--- config.mk ---
export PLATFORM = sky130hd
export DESIGN_NAME = rsc_angle
export DESIGN_NICKNAME = d
export VERILOG_FILES = /design/src/rtl/core/rsc_pkg.sv /design/src/rtl/core/rsc_angle.sv
export SDC_FILE = /design/constraint.sdc
export NUM_CORES = 2
export LEC_CHECK = 0
export ABC_AREA = 1
export BUFFER_PORTS_ARGS = -buffer_cell sky130_fd_sc_hd__clkbuf_2
export CORE_ASPECT_RATIO = 1.4
export CORE_MARGIN = 1.5
export CORE_UTILIZATION = 50
export CTS_CLUSTER_DIAMETER = 50
export CTS_CLUSTER_SIZE = 25
export DETAILED_ROUTE_END_ITERATION = 8
export MAX_ROUTING_LAYER = met4
export PLACE_DENSITY = 0.68
export REMOVE_ABC_BUFFERS = 1
export SLEW_MARGIN = 20
export SYNTH_ARGS = -nofsm -noshare
export SYNTH_HDL_FRONTEND = slang
export SYNTH_SLANG_ARGS = --single-unit
--- constraint.sdc ---
create_clock -name clk -period 17.05 [get_ports clk]
set_input_delay 1.705 -clock clk [delete_from_list [all_inputs] [get_ports clk]]
set_output_delay 1.705 -clock clk [all_outputs]
set_load 0.02 [all_outputs]
--- src/rtl/core/rsc_pkg.sv ---
// ----------------------------------------------------------------------------
// rsc_pkg
// Shared widths, constants and types of the rotating scan point converter.
// ----------------------------------------------------------------------------
package rsc_pkg;

  // binary angle format, one turn is 2^ANGLE_BITS
  localparam int ANGLE_BITS     = 20;
  localparam int BEAMS_PER_LINE = 361;

  localparam int RANGE_W    = 16;
  localparam int BEAM_W     = 10;
  localparam int TIME_W     = 26;
  localparam int STEP_W     = 20;
  localparam int RATE_W     = 32;
  localparam int COORD_W    = 17;
  localparam int TRIG_W     = 17;
  localparam int CFG_IDX_W  = 3;
  localparam int CFG_DATA_W = 32;

  // low product bits needed for the rounded sweep angle
  localparam int SWEEP_PW = 16 + ANGLE_BITS;
  // elevation product width
  localparam int ELEV_PW  = BEAM_W + STEP_W;
  // quarter-wave argument, 0 up to one quarter turn inclusive
  localparam int QTR_W    = ANGLE_BITS - 1;
  localparam int TO_Q30   = 32 - ANGLE_BITS;

  localparam logic [QTR_W-1:0]  QUARTER    = QTR_W'(1) << (ANGLE_BITS - 2);
  localparam logic [BEAM_W:0]   BEAM_LIMIT = (BEAM_W + 1)'(BEAMS_PER_LINE);

  // quarter-wave sine polynomial coefficients, Q30
  localparam logic [30:0] K1 = 31'd1686629713;
  localparam logic [29:0] K3 = 30'd693598668;
  localparam logic [26:0] K5 = 27'd85569306;
  localparam logic [22:0] K7 = 23'd5026995;
  localparam logic [17:0] K9 = 18'd172272;

  // pipeline depths
  localparam int ANG_LAT  = 3;
  localparam int SC_LAT   = 8;
  localparam int PRJ_LAT  = 3;
  localparam int PIPE_LAT = ANG_LAT + SC_LAT + PRJ_LAT;

  // register indexes
  localparam logic [CFG_IDX_W-1:0] REG_BEAM_STEP     = CFG_IDX_W'(0);
  localparam logic [CFG_IDX_W-1:0] REG_START_AZIMUTH = CFG_IDX_W'(1);
  localparam logic [CFG_IDX_W-1:0] REG_ROTATION_RATE = CFG_IDX_W'(2);
  localparam logic [CFG_IDX_W-1:0] REG_SWEEP_REVERSE = CFG_IDX_W'(3);

  typedef struct packed {
    logic [STEP_W-1:0] beam_step;
    logic [STEP_W-1:0] start_azimuth;
    logic [RATE_W-1:0] rotation_rate;
    logic              sweep_reverse;
  } cfg_t;

  localparam cfg_t CFG_RESET = '{
    beam_step:     STEP_W'(1456),
    start_azimuth: '0,
    rotation_rate: '0,
    sweep_reverse: 1'b0
  };

  // per-request control that rides alongside the angle and trig data
  typedef struct packed {
    logic               vld;
    logic               bad;
    logic [RANGE_W-1:0] range_mm;
  } meta_t;

  typedef logic signed [TRIG_W-1:0] trig_t;

endpackage

--- src/rtl/core/rsc_angle.sv ---
// ----------------------------------------------------------------------------
// rsc_angle
// Elevation and azimuth binary angles of a request, three register stages.
// ----------------------------------------------------------------------------
module rsc_angle (
  input  logic                            clk,
  input  logic                            rst_n,
  input  logic                            req_vld,
  input  logic [rsc_pkg::RANGE_W-1:0]     range_mm,
  input  logic [rsc_pkg::BEAM_W-1:0]      beam_index,
  input  logic [rsc_pkg::TIME_W-1:0]      elapsed_us,
  input  rsc_pkg::cfg_t                   cfg,
  output rsc_pkg::meta_t                  meta,
  output logic [rsc_pkg::ANGLE_BITS-1:0]  elev,
  output logic [rsc_pkg::ANGLE_BITS-1:0]  azim
);
  import rsc_pkg::*;

  localparam logic [SWEEP_PW-1:0] SWEEP_HALF = SWEEP_PW'(1) << 15;

  meta_t                 s1_meta_r, s2_meta_r, s3_meta_r;
  meta_t                 s1_meta_nxt;
  logic [ANGLE_BITS-1:0] s1_elev_r, s2_elev_r, s3_elev_r;
  logic [ANGLE_BITS-1:0] s1_elev_nxt;
  logic [SWEEP_PW-1:0]   s1_sprod_r, s1_sprod_nxt;
  logic [ELEV_PW-1:0]    elev_prod;
  logic [SWEEP_PW-1:0]   sweep_sum;
  logic [ANGLE_BITS-1:0] s2_sweep_r, s2_sweep_nxt;
  logic [ANGLE_BITS-1:0] s3_azim_r, s3_azim_nxt;
  logic [ANGLE_BITS-1:0] start_ang;

  // stage 1: products
  always_comb begin
    s1_meta_nxt.vld      = req_vld;
    s1_meta_nxt.bad      = {1'b0, beam_index} >= BEAM_LIMIT;
    s1_meta_nxt.range_mm = range_mm;
    elev_prod            = ELEV_PW'(beam_index) * ELEV_PW'(cfg.beam_step);
    s1_elev_nxt          = elev_prod[ANGLE_BITS-1:0];
    // only the low bits of the sweep product survive the wrap
    s1_sprod_nxt         = SWEEP_PW'(elapsed_us) * SWEEP_PW'(cfg.rotation_rate);
  end

  // stage 2: round the sweep angle, half up
  always_comb begin
    sweep_sum    = s1_sprod_r + SWEEP_HALF;
    s2_sweep_nxt = sweep_sum[SWEEP_PW-1:16];
  end

  // stage 3: azimuth
  always_comb begin
    start_ang = ANGLE_BITS'(cfg.start_azimuth);
    if (cfg.sweep_reverse) begin
      s3_azim_nxt = start_ang + s2_sweep_r;
    end else begin
      s3_azim_nxt = start_ang - s2_sweep_r;
    end
  end

  always_ff @(posedge clk) begin
    if (!rst_n) begin
      s1_meta_r <= '0;
      s2_meta_r <= '0;
      s3_meta_r <= '0;
    end else begin
      s1_meta_r <= s1_meta_nxt;
      s2_meta_r <= s1_meta_r;
      s3_meta_r <= s2_meta_r;
    end
  end

  always_ff @(posedge clk) begin
    s1_elev_r  <= s1_elev_nxt;
    s1_sprod_r <= s1_sprod_nxt;
    s2_elev_r  <= s1_elev_r;
    s2_sweep_r <= s2_sweep_nxt;
    s3_elev_r  <= s2_elev_r;
    s3_azim_r  <= s3_azim_nxt;
  end

  assign meta = s3_meta_r;
  assign elev = s3_elev_r;
  assign azim = s3_azim_r;

endmodule

=== Word level (Yosys, flattened, before mapping) ===
Index checks and enable logic that the tools add are counted.

* Flip-flop bits (word level): 190
* Input bits: 128
* Output and inout bits: 58

* $add $sub $neg: 3
* Multipliers: 2
* $lt $le $gt $ge: 1
* Multiplexer cells: 1

{| class="wikitable"
|+ Operator list
! operator !! number
|-
| $add 36x16->36 const B || 1
|-
| $mul 26x32->36 || 1
|-
| $add 20x20->20 || 1
|-
| $mul 10x20->20 || 1
|-
| $mux 20 || 1
|-
| $sub 20x20->20 || 1
|-
| $ge 10x9->1 const B || 1
|}

=== Longest topological paths before layout ===
* Depth after elaboration: 2
* Depth in mapped cells: 31
* Gate-level depth less buffers: 29

=== Least setup slack after synthesis ===
OpenSTA, ideal clock, no wires.

* Path kind: input to register
* Start point: input port cfg[17] (netlist name)
* End point: register s1_sprod_r[35]
* Library setup time: 0.112 ns
* Arrival: 7.171 ns
* Slack: 9.767 ns
* Cell stages on the path: 26
* Path buffers: 2
* Path through: clkbuf_1 buf_1 nand2_1 fa_1 inv_1 fa_1 inv_1 fa_1 fa_1 inv_1 fa_1 fa_1 inv_1 fa_1 inv_1 ha_1 nand2_1 o21ai_0 nand2_1 nand2_1 a21oi_1 nand2_1 a21oi_1 inv_1 nand2_1 nand2_1

* Longest elaborated chain between the ends: 1

{| class="wikitable"
|+ Ends and longest elaborated chain
! what !! RTL line !! source
|-
| from (decl) || rsc_angle.sv:12 || <nowiki>input rsc_pkg::cfg_t cfg,</nowiki>
|-
| $mul 26x32->36 || rsc_angle.sv:40 || <nowiki>s1_sprod_nxt = SWEEP_PW'(elapsed_us) * SWEEP_PW'(cfg.rotation_rate);</nowiki>
|-
| net s1_sprod_nxt[35] || rsc_angle.sv:25 || <nowiki>logic [SWEEP_PW-1:0] s1_sprod_r, s1_sprod_nxt;</nowiki>
|-
| to (signal assigned) || rsc_angle.sv:73 || <nowiki>s1_sprod_r <= s1_sprod_nxt;</nowiki>
|-
| to (decl) || rsc_angle.sv:25 ||
|}

The timed path passes the listed nets, and every way through them passes these cells.
A chain may end at the register's enable or synchronous reset.

=== Worst setup path after layout ===
* Start point: input port elapsed_us[4] (netlist name)
* End point: register s1_sprod_r[35]

* Longest elaborated chain between the ends: 1

{| class="wikitable"
|+ Ends and longest elaborated chain
! what !! RTL line !! source
|-
| from (decl) || rsc_angle.sv:11 || <nowiki>input logic [rsc_pkg::TIME_W-1:0] elapsed_us,</nowiki>
|-
| $mul 26x32->36 || rsc_angle.sv:40 ||
|-
| net s1_sprod_nxt[35] || rsc_angle.sv:25 ||
|}

The timed path passes the listed nets, and every way through them passes these cells.

==> out/results.ini <==
[sta]
worst_slack_ps = 9550
min_period_ps = 7500
skew_ps = 10.5
setup_violations = 0
hold_viol_final = 0
rsz0062_at_grt = no
post-route-period-util = 0.440
max_freq_ghz = 0.133
tightest_slew_ps = 987
slew_headroom = 0.342
tns_ps = 0
drv_slew = 0

[clock_tree]
clkSlewWorstSetupHoldPaths_ps = 80
clockBufferDepth = 2
h-tree-depth = 4
clock-root-buffer = clkbuf_16
cts_tree = yes
numCtsBuffers = 17
cts_hold_buf = 0
ctsResizeCount = 0
numClockSinks = 175
clock_latency_ps = 440
post_cts_buffers = 0

[placement]
dp_hpwl_um = 61100
port_buffers = 185
preCtsSetupSlack_ps = 9090
gp_congestion = 0.948

[logic_synthesis]
async_flop_share = 0
synthTopCellsByArea = fa_1, inv_1, nand2_1
synth-warning-count = 0
synth_top_area_cell = fa_1
synth-seq-cells = 175
syn-instance-count = 3775
synth_edf_count = 0
syn_area_sq_mm = 0.0293
synth_top_area_frac = 0.405
synth_top_flop_cell = dfxtp_1
syn_area_per_cell_sq_um = 7.76
yosysUniqueCellTypes = 52
ys_seq_area_frac = 0.120

[critical_path]
path_cells = clkbuf_2, nand2_1, inv_1, fa_1, fa_1, inv_1, fa_1, fa_1, inv_1, fa_1, fa_1, inv_1, fa_1, inv_1, ha_1, nand2_1, nor4_1, nand3_1, nand2_1, a21oi_1, nand3_1, nand2_1
critical_path_class = input pin to register
crit_path_end = s1_sprod_r[35]$_DFF_P_
worstPathArrival_ps = 7830
cp_slowest_cell = clkbuf_2
critPathCaptureType = register
cp.depth = 22
critPathBufInv = 6
r2r_end = azim[18]$_DFF_P_
ff2ff_path_depth = 17
cp_common_cell = fa_1
cp_top_family = adder cells
crit_fanout = 34
cpPeakStageDelay_ps = 630
startpoint = elapsed_us[4]
cp.required_ps = 17380
regToRegSetupSlack_ps = 14050
cp-start-kind = input pin
reg2reg_from = s2_sweep_r[0]$_DFF_P_

[cells_and_area]
nFillCells = 5606
area_growth_pct = 6.36
multi_input_area_sq_mm = 0.0208
drive_gt1_frac = 0.0644
nets = 4701
seq_area_sq_mm = 0.00350

[global_route]
antenna_found_initial = 2
grt_pass1_wl_um = 121000
grt.overflow.total = 0
grt_max_degree = 55
track_usage = 0.266
grt_pass1_vias = 24085

[status]
status = complete, no violations

[routing]
first_iter_violations = 1321
vias_per_cell = 4.94
drc = 0
vias = 22598
drt-wirelength-per-cell_um = 16.2
first_pass_iters = 5
ant_nets = 0
routed_wl_um = 74100

[worst_hold_path]
hp-class = register to register

[floorplanning]
die_w_um = 208
die_h_um = 289
initial_core_util = 0.507
num_rows = 104
ios = 186
fp.dieArea_sq_mm = 0.0601
core_sq_mm = 0.0578

[job]
cap_violations = 0

==> worst reg2reg max path, stage by stage (launching register included) <==
cell     delay [ps]
dfxtp_1         340
inv_1            80
ha_1            170
nand2_1          70
nor3_1          210
inv_2            60
nor3_2          190
nand2_1         120
o21ai_2         190
nand2_1          90
xor2_1          150
ha_1            370
inv_1            80
nor3_1          280
and2_1          200
nand4_1          80
nand3_1         110
xor2_1          140
==> cell usage in the layout, fill, tap and decap left out, drive strengths merged, types with 37 or more instances in the layout <==
master,n
inv,1177
nor2,70
a21oi,87
fa,593
xor2,72
ha,160
nand2,1061
dfxtp,175
xnor2,37
clkbuf,202
nand3,63
o21ai,45
==> metrics by stage <==
| step | instance area (sq um) | std cells | hold WS, ps | utilization |
|---|---|---|---|---|
| 5_1_grt | 31200 | 4577 | 334 | 0.539 |
| 2_1_floorplan | 28600 | 3614 | 310 | - |
| 4_1_cts | 31200 | 4575 | 323 | 0.539 |
| 3_5_place_dp | 30500 | 4543 | 312 | 0.528 |
| 3_3_place_gp | 30500 | 4543 | 310 | 0.528 |
| 6_report | 31200 | 4577 | 323 | 0.539 |
==> kinds of logic after synthesis <==
kind of cell,Yosys count,share of synthesized area
xor+xnor,109,0.0336
compound gates,165,0.0311
fa+ha+maj,753,0.474
flops,175,0.120
simple gates,1243,0.170
buf+inv,1330,0.172
==> how the worst min path moves through the flow <==
stage | endpoint | depth (start not counted) | startpoint | slack (ps)
floorplan | elev[0]$_DFF_P_ | 0 | s2_elev_r[0]$_DFF_P_ | 310
global placement | s2_elev_r[5]$_DFF_P_ | 0 | s1_elev_r[5]$_DFF_P_ | 310
detailed placement | s2_elev_r[0]$_DFF_P_ | 0 | s1_elev_r[0]$_DFF_P_ | 310
CTS | s2_elev_r[0]$_DFF_P_ | 0 | s1_elev_r[0]$_DFF_P_ | 320
global route | s2_elev_r[6]$_DFF_P_ | 0 | s1_elev_r[6]$_DFF_P_ | 330
finish | s2_elev_r[6]$_DFF_P_ | 0 | s1_elev_r[6]$_DFF_P_ | 320
==> synthesized netlist by cell type, types with 2 or more instances <==
cell type,number
inv_2,4
buf_2,21
or2_1,2
buf_1,11
a31oi_1,6
dfxtp_1,175
nand3b_1,6
fa_1,593
ha_1,160
o21ai_1,10
nand4_1,13
nand2_2,2
o21bai_1,5
nor3_1,14
nand3b_4,2
nand3_2,3
buf_4,4
inv_1,1164
nor2_2,2
clkbuf_1,124
o311ai_0,2
o21ai_0,34
xnor2_2,2
nor2_1,65
xor2_2,2
nand3_1,60
nand2_1,1058
xor2_1,70
nor4_1,4
a21oi_1,87
nor2_4,3
xnor2_1,35
a21o_1,11
o31ai_1,2
o211ai_1,2
==> area by class of cell <==
| type | count | share of cell area |
|---|---|---|
| Timing Repair Buffer | 187 | 0.0302 |
| Multi-Input combinational cell | 2270 | 0.666 |
| Clock inverter | 15 | 0.00695 |
| Tap cell | 742 | 0.0298 |
| Sequential cell | 175 | 0.112 |
| Inverter | 1169 | 0.141 |
| Antenna cell | 2 | 0.000161 |
| Clock buffer | 17 | 0.0137 |
==> flip-flops by register name, summed over array words and instances (netlist names) <==
signal,count
s2_meta_r,18
azim,20
s1_sprod_r,21
s1_elev_r,20
s1_meta_r,18
meta,18
s2_sweep_r,20
elev,20
s2_elev_r,20
==> routing by layer <==
metal | vias to the layer above | wire, um | GRT usage
met5 | - | 0 | -
met4 | 0 | 3930 | 0.127
met3 | 196 | 3670 | 0.0268
met2 | 683 | 38900 | 0.489
met1 | 11109 | 27600 | 0.290
li1 | 10610 | - | -
Power is left out: the tool's default activity adds up to more than one toggle a clock period on the data nets, which glitch-free logic cannot reach.
